## src/rtl/sks_pkg.sv

```systemverilog
// Package for the sorted key set unit.
// Holds key and count widths, operation codes and the control struct that drives the cell row.
// No dependencies.
package sks_pkg;

	localparam int KEY_W          = 32;
	localparam int KIND_W         = 2;
	localparam int ENTRY_COUNT_W  = 7;
	localparam int CAPACITY_DEF   = 64;

	typedef logic signed [KEY_W-1:0] key_t;

	localparam key_t KEY_LOW_SENTINEL  = 32'sh8000_0000;
	localparam key_t KEY_HIGH_SENTINEL = 32'sh7fff_ffff;

	typedef enum logic [KIND_W-1:0] {
		KIND_ADD      = 2'd0,
		KIND_REMOVE   = 2'd1,
		KIND_CONTAINS = 2'd2,
		KIND_CLEAR    = 2'd3
	} kind_t;

	typedef struct packed {
		logic add;
		logic rem;
		logic clr;
	} cell_ctrl_t;

endpackage

```

## src/rtl/sks_cell.sv

```systemverilog
// One cell of the sorted key row: holds a key and its valid bit.
// Compares against the broadcast key and shifts with its neighbors on add or remove.
// Depends on sks_pkg.
module sks_cell (
	input  logic                clk,
	input  logic                arst_n,
	input  sks_pkg::key_t       cmp_key,
	input  sks_pkg::cell_ctrl_t ctrl,
	input  logic                left_lt,
	input  sks_pkg::key_t       left_key,
	input  logic                left_valid,
	input  sks_pkg::key_t       right_key,
	input  logic                right_valid,
	output logic                lt,
	output logic                eq,
	output sks_pkg::key_t       key_out,
	output logic                valid_out
);

	sks_pkg::key_t key_q;
	logic          valid_q;
	logic          lt_s1;
	logic          eq_s1;

	always_ff @(posedge clk or negedge arst_n) begin
		if (!arst_n) begin
			lt_s1 <= 1'b0;
			eq_s1 <= 1'b0;
		end else begin
			lt_s1 <= valid_q && (key_q < cmp_key);
			eq_s1 <= valid_q && (key_q == cmp_key);
		end
	end

	always_ff @(posedge clk or negedge arst_n) begin
		if (!arst_n) begin
			valid_q <= 1'b0;
		end else if (ctrl.clr) begin
			valid_q <= 1'b0;
		end else if (ctrl.add && !lt_s1) begin
			valid_q <= left_lt ? 1'b1 : left_valid;
		end else if (ctrl.rem && !lt_s1) begin
			valid_q <= right_valid;
		end
	end

	always_ff @(posedge clk) begin
		if (ctrl.add && !lt_s1) begin
			key_q <= left_lt ? cmp_key : left_key;
		end else if (ctrl.rem && !lt_s1) begin
			key_q <= right_key;
		end
	end

	assign lt        = lt_s1;
	assign eq        = eq_s1;
	assign key_out   = key_q;
	assign valid_out = valid_q;

endmodule

```

## config.mk

```make
export PLATFORM = sky130hd
export DESIGN_NAME = sks_cell
export DESIGN_NICKNAME = d
export VERILOG_FILES = /design/src/rtl/sks_pkg.sv /design/src/rtl/sks_cell.sv
export SDC_FILE = /design/constraint.sdc
export NUM_CORES = 1
export LEC_CHECK = 0
export BUFFER_PORTS_ARGS = -buffer_cell sky130_fd_sc_hd__buf_2
export CAP_MARGIN = 20
export CELL_PAD_IN_SITES_DETAIL_PLACEMENT = 1
export CELL_PAD_IN_SITES_GLOBAL_PLACEMENT = 2
export CORE_ASPECT_RATIO = 0.9
export CORE_MARGIN = 1
export CORE_UTILIZATION = 27
export DETAILED_ROUTE_END_ITERATION = 8
export MAX_ROUTING_LAYER = met4
export PLACE_DENSITY_LB_ADDON = 0.08
export SLEW_MARGIN = 10
export SYNTH_ARGS = -nofsm -noshare
export SYNTH_HDL_FRONTEND = slang
export SYNTH_SLANG_ARGS = --single-unit
```

## constraint.sdc

```tcl
create_clock -name clk -period 4.25 [get_ports clk]
set_clock_uncertainty 0.1 [all_clocks]
set_input_delay 0.2125 -clock clk [delete_from_list [all_inputs] [get_ports clk]]
set_output_delay 0.2125 -clock clk [all_outputs]
set_load 0.005 [all_outputs]
```

==> reports/qor.yml, run 1 <==
cts:
  clockBufferDepth: 2
  cts_tree: "built"
  clk_pin_slew_worst_paths_ns: 0.08
  clock_latency_ns: 0.29
  clkSinkCount: 35
  cts_resized: 0
  clockRootBuffer: "clkbuf_8"
  h-tree-depth: 2
  cts_buffers: 5
sta:
  tns_ns: 0
  slew_headroom: 0.3036
  fmax_mhz: 519.3
  fin_ws_ns: 2.324
  hold_violations: 0
  maxSlewViolCount: 0
  setup_viol: 0
  min_period_over_period: 0.4531
  rsz0062_at_grt: "false"
  tightest_slew_ns: 1.045
  whs_ns: 0.09238
  min_period_ns: 1.926
detailed_routing:
  dr.pass1.iters: 4
  vias: 2360
  route.detailed.drc: 0
  wl_mm: 7.280
  drt_iter0_drc: 40
  avgRoutedWirePerCell_um: 13.74
  ant_nets: 0
  viasPerCell: 4.453
placed_design:
  io_buffer_count: 138
  placed_cell_area_sq_um: 3401
  dp_hpwl_mm: 5.709
  pre_cts_slack_ns: 2.274
  place.gp.congestion: 0.7048
layout:
  num-nets-final: 542
  post-route-cell-area_sq_um: 3531
  final_common_cell: "buf_2"
  mostFrequentLayoutCells: "buf_2, nand2_1, o21ai_0, inv_1, mux2i_1"
  fillers: 1124
  drive_gt1_frac: 0.3735
  area_growth_pct: 36.99
  final_core_util: 0.3835
grt:
  grtUsageMet3: 0.03658
  track_usage: 0.1546
  grtUsageMet2: 0.2428
  grt-ovfl-total: 0
  grt_pass1_vias: 2391
  grt_max_degree: 43
  antenna_found_initial: 0
  busiest_layer: "met2"
  use_met1: 0.2010
  grt_first_pass_wirelength_mm: 11.54
yosys:
  syn_inst: 268
  syn_area_per_cell_sq_um: 9.617
  syn_area_sq_um: 2577
  seq_area_frac_synth: 0.4019
  synth_cell_types: 25
  synth.area.top_cells: "edfxtp_1, ha_1, mux2i_1"
  synth_seq_cells: 35
  synth.top_cell.area_share: 0.3728
  yosysWarningCount: 0
  syn_nets: 404
  synth_top_area_cell: "edfxtp_1"
critical_path:
  crit_type: "register to register"
  cp.required_ns: 4.37
  worstPathArrival_ns: 2.04
  end_kind: "register"
  path_max_fanout: 3
  cp-start-kind: "register"
  rrSetupSlack_ns: 2.32
die:
  die_area_sq_um: 9942
  row_count: 33
  start_util: 0.2799
  core_sq_um: 9208
  fp.dieH_um: 94.69
  ios: 139
  die_w_um: 105.0
pwr:
  p_per_area_nw_per_um2: 311.9
  ir_worst_vdd_mv: 0.1005
  p_leak_nw: 1.848
run:
  drv_cap: 0
min_path:
  min_path_type: "input port to register"
run_status:
  status: "finished, final reports clean"
[path summary, 6_finish.rpt]
kind / start / to / cells past startpoint
max in group asynchronous: arst_n / lt$_DFF_PN0_ / 2
worst min-delay path: right_key[21] / key_out[21]$_DFFE_PP_ / 3
worst max register to register: key_out[14]$_DFFE_PP_ / lt$_DFF_PN0_ / 6
min in group asynchronous: arst_n / eq$_DFF_PN0_ / 2
worst max-delay path: key_out[14]$_DFFE_PP_ / lt$_DFF_PN0_ / 6
worst min register to register: valid_out$_DFFE_PN0P_ / eq$_DFF_PN0_ / 2
[power by group]
group / switching, W / total, W / leakage (nW) / internal [W]
clock: 0.000128 / 0.000240 / 0.0403 / 0.000112
combinational: 0.000195 / 0.000375 / 1.44 / 0.000180
sequential: 0.0000335 / 0.000486 / 0.369 / 0.000452
[sequential cells by signal, indices dropped and copies added, names as in the netlist]
signal     count
key_out       32
valid_out      1
eq             1
lt             1
[cells in the mapped netlist (all sizes together)]
master	number
nand2b	2
o21ai	37
a21o	2
dfrtp	3
nor2	5
buf	7
nand3b	1
mux2i	34
nor3	2
edfxtp	32
nand3	3
o21a	2
nor4	2
a21oi	17
nand2	40
nand4	6
clkbuf	4
a22oi	1
inv	35
ha	32
a2111oi	1
[layer usage]
metal,part of all wire,vias to the layer above,routed length (um)
li1,-,1221,-
met1,0.49,1060,3560
met2,0.45,74,3288
met3,0.052,5,376
met4,0.0076,0,55
met5,0,-,0
[kinds of logic after synthesis]
kind of cell,synth area share
AND/OR/NAND/NOR,0.1073
AO/OA/AOI/OAI,0.1330
buffers and inverters,0.07039
flip-flops,0.4019
multiplexers,0.1320
adder cells (fa/ha/maj),0.1553
[worst max-delay path, cell delays in order, from the launching register on]
cell,delay [ns]
edfxtp_1,0.41
ha_1,0.37
nand4_2,0.16
nor4_2,0.34
a22oi_1,0.13
a21oi_2,0.16
mux2i_1,0.18
[through the flow]
| stage | total power [W] | instances |
|---|---|---|
| floorplan | 0.0006945 | 268 |
| global placement | 0.0008600 | 517 |
| detailed placement | 0.0008692 | 518 |
| CTS | 0.001117 | 528 |
| global route | 0.001192 | 529 |
| finish | 0.001101 | 530 |
[area by class of cell]
| cell class | count | area [sq um] | area share |
|---|---|---|---|
| well taps | 122 | 152.6 | 0.04323 |
| multi-input cells | 187 | 1370 | 0.3880 |
| inverters | 35 | 131.4 | 0.03721 |
| repair buffers | 142 | 758.2 | 0.2147 |
| diodes | 1 | 2.502 | 0.0007087 |
| clock inverters | 2 | 7.507 | 0.002126 |
| clock buffers | 6 | 72.57 | 0.02055 |
| flip-flops and latches | 35 | 1036 | 0.2934 |
[timing repair]
action | 4_1_cts | 5_1_grt
buffers inserted | 0 | 0
hold endpoints to repair | 4 | 0
hold buffers | 2 | 0
No activity file was read; power rests on OpenSTA's default activity.
==> inputs of run 2 (changes only) <==
CORE_UTILIZATION = 23   (was 27)
clock period = 1.65 ns   (was 4.25 ns; I/O delays follow)
==> reports/qor.yml, run 2 (same netlist as run 1, synthesis figures left out) <==
sta:
  fin_ws_ns: -0.2327  # was 2.324 ns
  tns_ns: -0.4498  # was 0 ns
  min_period_ns: 1.883  # was 1.926 ns
  slew_headroom: 0.7937  # was 0.3036
  whs_ns: -0.002096  # was 0.09238 ns
  hold_violations: 2  # was 0
  rsz0062_at_grt: "true"  # was false
  maxSlewViolCount: 0  # unchanged
  fmax_mhz: 531.2  # was 519.3 MHz
  tightest_slew_ns: 0.3095  # was 1.045 ns
  min_period_over_period: 1.141  # was 0.4531
  setup_viol: 2  # was 0
cts:
  cts_tree: "built"  # unchanged
  clock_latency_ns: 0.28  # was 0.29 ns
  clk_pin_slew_worst_paths_ns: 0.06  # was 0.08 ns
  clockBufferDepth: 2  # unchanged
  cts_buffers: 5  # unchanged
  clkSinkCount: 35  # unchanged
  clockRootBuffer: "clkbuf_16"  # was clkbuf_8
  h-tree-depth: 2  # unchanged
pwr:
  p_per_area_nw_per_um2: 821.7  # was 311.9 nW/um^2
  p_leak_nw: 2.167  # was 1.848 nW
  ir_worst_vdd_mv: 0.3513  # was 0.1005 mV
placed_design:
  placed_cell_area_sq_um: 3761  # was 3401 sq um
  place.gp.congestion: 0.6972  # was 0.7048
  placedCellCount: 581  # was 518
  pre_cts_slack_ns: -0.2984  # was 2.274 ns
  io_buffer_count: 138  # unchanged
  dp_hpwl_mm: 6.419  # was 5.709 mm
critical_path:
  r2r-start: "key_out[18]$_DFFE_PP_"  # was key_out[14]$_DFFE_PP_
  worst-path-buf-inv: 1  # was 0
  cp-startpoint: "key_out[18]$_DFFE_PP_"  # was key_out[14]$_DFFE_PP_
  slowest_stage: "edfxtp_1"  # unchanged
  critPathMaxStageDelay_ns: 0.44  # was 0.41 ns
  worstPathArrival_ns: 1.98  # was 2.04 ns
  end_kind: "register"  # unchanged
  rrSetupSlack_ns: -0.23  # was 2.32 ns
  path_max_fanout: 2  # was 3
  crit_path_cell_trace: "ha_4 > nand4_1 > nor4_2 > buf_4 > nor2_2 > a21oi_2 > mux2i_1"  # was ha_1 > nand4_2 > nor4_2 > a22oi_1 > a21oi_2 > mux2i_1
  crit_cells: 7  # was 6
  crit_type: "register to register"  # unchanged
  crit_path_end: "lt$_DFF_PN0_"  # unchanged
  crit_family: "simple AND/OR/NAND/NOR gates"  # unchanged
  rr_worst_depth: 7  # was 6
  cp-start-kind: "register"  # unchanged
  rr_endpoint: "lt$_DFF_PN0_"  # unchanged
  cp.required_ns: 1.75  # was 4.37 ns
grt:
  grt_max_degree: 34  # was 43
  track_usage: 0.1476  # was 0.1546
  grt_pass1_vias: 2763  # was 2391
  grt_first_pass_wirelength_mm: 12.90  # was 11.54 mm
  grt-ovfl-total: 0  # unchanged
  antenna_found_initial: 0  # unchanged
die:
  fp.dieH_um: 102.4  # was 94.69 um
  die_w_um: 113.6  # was 105.0 um
  start_util: 0.2374  # was 0.2799
  row_count: 36  # was 33
  ios: 139  # unchanged
  die_area_sq_um: 11630  # was 9942 sq um
  core_sq_um: 10860  # was 9208 sq um
layout:
  num_antenna_cells: 0  # was 1
  drive_gt1_frac: 0.4261  # was 0.3735
  post-route-cell-area_sq_um: 4279  # was 3531 sq um
  largest_reg_flops: 32  # unchanged
  fillers: 1300  # was 1124
  stdcell_count: 619  # was 530
  num-nets-final: 602  # was 542
  mostFrequentLayoutCells: "buf_2, nand2_1, o21ai_0, inv_1, mux2i_1"  # unchanged
  seq_area_sq_um: 1036  # unchanged
  multi_input_area_sq_um: 1476  # was 1370 sq um
  final_common_cell: "buf_2"  # unchanged
  area_growth_pct: 66.02  # was 36.99%
detailed_routing:
  wl_mm: 8.129  # was 7.280 mm
  vias: 2599  # was 2360
  route.detailed.drc: 0  # unchanged
  drt_iter0_drc: 35  # was 40
  dr.pass1.iters: 4  # unchanged
  ant_nets: 0  # unchanged
  viasPerCell: 4.199  # was 4.453
  avgRoutedWirePerCell_um: 13.13  # was 13.74 um
min_path:
  min_path_type: "input port to register"  # unchanged
run:
  drv_cap: 0  # unchanged
run_status:
  status: "complete, but fails checks"  # was finished, final reports clean
  violations: "hold timing, setup timing"
==> run 2: routing by layer <==
metal / track usage / share of wire
met3: 0.02669 / 0.045
met1: 0.1871 / 0.48
met5: - / 0
met2: 0.2453 / 0.47
met4: 0.03340 / 0.0059
==> run 2: what timing repair did <==
| item | CTS | global route |
|---|---|---|
| setup endpoints to repair | 2 | 3 |
| endpoints found under the hold margin | 29 | 0 |
| gates resized for setup | 1 | 7 |
| hold buffers | 27 | 0 |
| pin swaps | 6 | 8 |
| buffers inserted | 2 | 1 |
==> run 2: worst reg2reg max path: cells and delay by family (launching register included) <==
family	cells	cell delay, ns
multiplexers	1	0.18
adder cells (fa/ha/maj)	1	0.29
flip-flops	1	0.44
buffers and inverters	1	0.17
AND/OR/NAND/NOR	3	0.52
AO/OA/AOI/OAI	1	0.11
==> run 2: how the worst min path moves through the flow <==
stage             startpoint  slack [ns]  cells past startpoint                    end
3_5_place_dp          arst_n       -0.21                      1           lt$_DFF_PN0_
5_1_grt        right_key[19]        0.02                      3  key_out[19]$_DFFE_PP_
2_1_floorplan         arst_n       -0.31                      0           eq$_DFF_PN0_
4_1_cts        right_key[15]      0.0005                      3  key_out[15]$_DFFE_PP_
6_report       right_key[23]      -0.002                      3  key_out[23]$_DFFE_PP_
3_3_place_gp          arst_n       -0.21                      1           lt$_DFF_PN0_
==> run 2: per-stage QoR <==
step | hold WS [ns] | util | power [W]
final | -0.002096 | 0.3942 | 0.003516
after global routing | 0.01860 | 0.3942 | 0.003788
after CTS | 0.0005262 | 0.3877 | 0.003559
after detailed placement | -0.2148 | 0.3465 | 0.002470
after global placement | -0.2120 | 0.3465 | 0.002450
after floorplan | -0.3131 | - | 0.001811
==> run 2: final cells by class <==
| cell class | instances | area share |
|---|---|---|
| clock buffer | 8 | 0.03655 |
| inverter | 35 | 0.03070 |
| multi-input combinational | 187 | 0.3450 |
| sequential | 35 | 0.2421 |
| tap | 152 | 0.04444 |
| timing repair buffer | 202 | 0.3012 |
==> run 2: report_power, final <==
| part | switching [W] | internal [W] | leakage (nW) |
|---|---|---|---|
| Combinational | 0.000565 | 0.000687 | 1.72 |
| Sequential | 0.0000981 | 0.00117 | 0.369 |
| Clock | 0.000356 | 0.000643 | 0.0772 |
==> inputs of run 3 (changes only) <==
SETUP_SLACK_MARGIN = 0.1   (was default)
==> reports/qor.yml, run 3 (same netlist as run 1, synthesis figures left out) <==
sta:
  hold_violations: 2  # unchanged
  setup_viol: 2  # unchanged
  slew_headroom: 0.7937  # unchanged
  tightest_slew_ns: 0.3095  # unchanged
  fmax_mhz: 531.2  # unchanged
  min_period_ns: 1.883  # unchanged
  whs_ns: -0.002096  # unchanged
  maxSlewViolCount: 0  # unchanged
  min_period_over_period: 1.141  # unchanged
  rsz0062_at_grt: "true"  # unchanged
  fin_ws_ns: -0.2327  # unchanged
placed_design:
  place.gp.congestion: 0.6972  # unchanged
  pre_cts_slack_ns: -0.2984  # unchanged
  dp_hpwl_mm: 6.419  # unchanged
  io_buffer_count: 138  # unchanged
die:
  die_w_um: 113.6  # unchanged
  fp.dieH_um: 102.4  # unchanged
  start_util: 0.2374  # unchanged
  die_area_sq_um: 11630  # unchanged
  ios: 139  # unchanged
  core_sq_um: 10860  # unchanged
  row_count: 36  # unchanged
layout:
  num_antenna_cells: 0  # unchanged
  num-nets-final: 602  # unchanged
  largest_reg_flops: 32  # unchanged
  area_growth_pct: 66.21  # was 66.02%
  final_common_cell: "buf_2"  # unchanged
  drive_gt1_frac: 0.4283  # was 0.4261
  final_core_util: 0.3947  # was 0.3942
  mostFrequentLayoutCells: "buf_2, nand2_1, o21ai_0, inv_1, mux2i_1"  # unchanged
critical_path:
  crit_family: "simple AND/OR/NAND/NOR gates"  # unchanged
  worst-path-buf-inv: 1  # unchanged
  crit_type: "register to register"  # unchanged
  path_max_fanout: 2  # unchanged
  r2r-start: "key_out[18]$_DFFE_PP_"  # unchanged
  end_kind: "register"  # unchanged
  cp-startpoint: "key_out[18]$_DFFE_PP_"  # unchanged
  slowest_stage: "edfxtp_1"  # unchanged
  worstPathArrival_ns: 1.98  # about the same
  crit_path_cell_trace: "ha_4 > nand4_1 > nor4_2 > buf_4 > nor2_2 > a21oi_2 > mux2i_1"  # unchanged
  cp.required_ns: 1.75  # about the same
  critPathMaxStageDelay_ns: 0.44  # about the same
  cp-start-kind: "register"  # unchanged
cts:
  clk_pin_slew_worst_paths_ns: 0.06  # about the same
  h-tree-depth: 2  # unchanged
  clockBufferDepth: 2  # unchanged
  clock_latency_ns: 0.28  # about the same
  clkSinkCount: 35  # unchanged
  cts_tree: "built"  # unchanged
  clockRootBuffer: "clkbuf_16"  # unchanged
  cts_buffers: 5  # unchanged
run_status:
  violations: "hold timing, setup timing"  # unchanged
  status: "complete, but fails checks"  # unchanged
grt:
  grt_pass1_vias: 2763  # unchanged
  grt-ovfl-total: 0  # unchanged
  antenna_found_initial: 0  # unchanged
  grt_max_degree: 34  # unchanged
  grt_first_pass_wirelength_mm: 12.90  # unchanged
  track_usage: 0.1476  # unchanged
detailed_routing:
  drt_iter0_drc: 37  # was 35
  ant_nets: 0  # unchanged
  wl_mm: 8.130  # was 8.129 mm
  viasPerCell: 4.202  # was 4.199
  dr.pass1.iters: 4  # unchanged
  route.detailed.drc: 0  # unchanged
  vias: 2601  # was 2599
  avgRoutedWirePerCell_um: 13.13  # about the same
pwr:
  p_int_w: 0.002497  # about the same
  p_per_area_nw_per_um2: 821.0  # was 821.7 nW/um^2
  power_frac_comb: 0.356  # about the same
  power_frac_clock: 0.284  # about the same
  sequentialPowerShare: 0.360  # about the same
  p_sw_frac: 0.2900  # was 0.2899
  p_leak_nw: 2.168  # was 2.167 nW
  ir_worst_vdd_mv: 0.3513  # about the same
  power_w: 0.003517  # was 0.003516 W
  switchingPower_w: 0.001020  # was 0.001019 W
min_path:
  min_path_type: "input port to register"  # unchanged
  hold_path_startpoint: "right_key[23]"  # unchanged
run:
  drv_cap: 0  # unchanged
## run 3: cell types whose count changed in the layout (fill, tap and decap cells not counted)
cell,before,now
nor3_2,1,2
nor3_1,1,0
## run 3: final timing paths
kind | slack, ns | cells past startpoint | end
worst max-delay path | -0.23 | 7 | lt$_DFF_PN0_
worst min-delay path | -0.002 | 3 | key_out[23]$_DFFE_PP_
worst max register to register | -0.23 | 7 | lt$_DFF_PN0_
worst min register to register | 0.55 | 2 | eq$_DFF_PN0_
max in group asynchronous | 1.31 | 2 | lt$_DFF_PN0_
min in group asynchronous | 0.04 | 2 | eq$_DFF_PN0_
## run 3: cell type report
| class | count | area [sq um] |
|---|---|---|
| Sequential cell | 35 | 1036 |
| Inverter | 35 | 131.4 |
| Timing Repair Buffer | 202 | 1289 |
| Multi-Input combinational cell | 187 | 1481 |
| Clock buffer | 8 | 156.4 |
| Fill cell | 1298 | 6571 |
| Tap cell | 152 | 190.2 |
## run 3: worst min-delay path, delay by kind of cell
family / cells / cell delay, ns
buffers and inverters: 1 / 0.08
AOI/OAI and AO/OA: 1 / 0.06
and+or+nand+nor: 1 / 0.04
## run 3: power by group through the flow
stage                     registers, W  logic, W  clock network, W
final                          0.00126   0.00125           0.00100
after global routing           0.00128   0.00144           0.00107
after CTS                      0.00126   0.00126           0.00104
after detailed placement       0.00128   0.00119                 0
after global placement         0.00126   0.00118                 0
after floorplan                0.00128  0.000530                 0
## run 3: timing repair
item	in CTS	in global routing
endpoints found under the setup margin	2	8
hold buffers	27	0
buffers inserted	2	1
endpoints found under the hold margin	29	0
resized for setup	1	8
pin swaps	6	8
## run 3: metrics by stage
stage	cell area (sq um)	instances	setup TNS (ns)	hold slack, ns
after global placement	3761	581	-0.4445	-0.2120
after floorplan	2623	268	-0.06026	-0.3131
after detailed placement	3761	581	-0.4929	-0.2148
after global routing	4284	619	-0.6791	0.01860
after CTS	4209	618	-0.5161	0.0005262
final	4284	619	-0.4498	-0.002096
## run 3: routing by layer
| metal | GRT usage | part of all wire |
|---|---|---|
| met1 | 0.1871 | 0.48 |
| met2 | 0.2453 | 0.47 |
| met3 | 0.02669 | 0.045 |
| met4 | 0.03340 | 0.0059 |
| met5 | - | 0 |
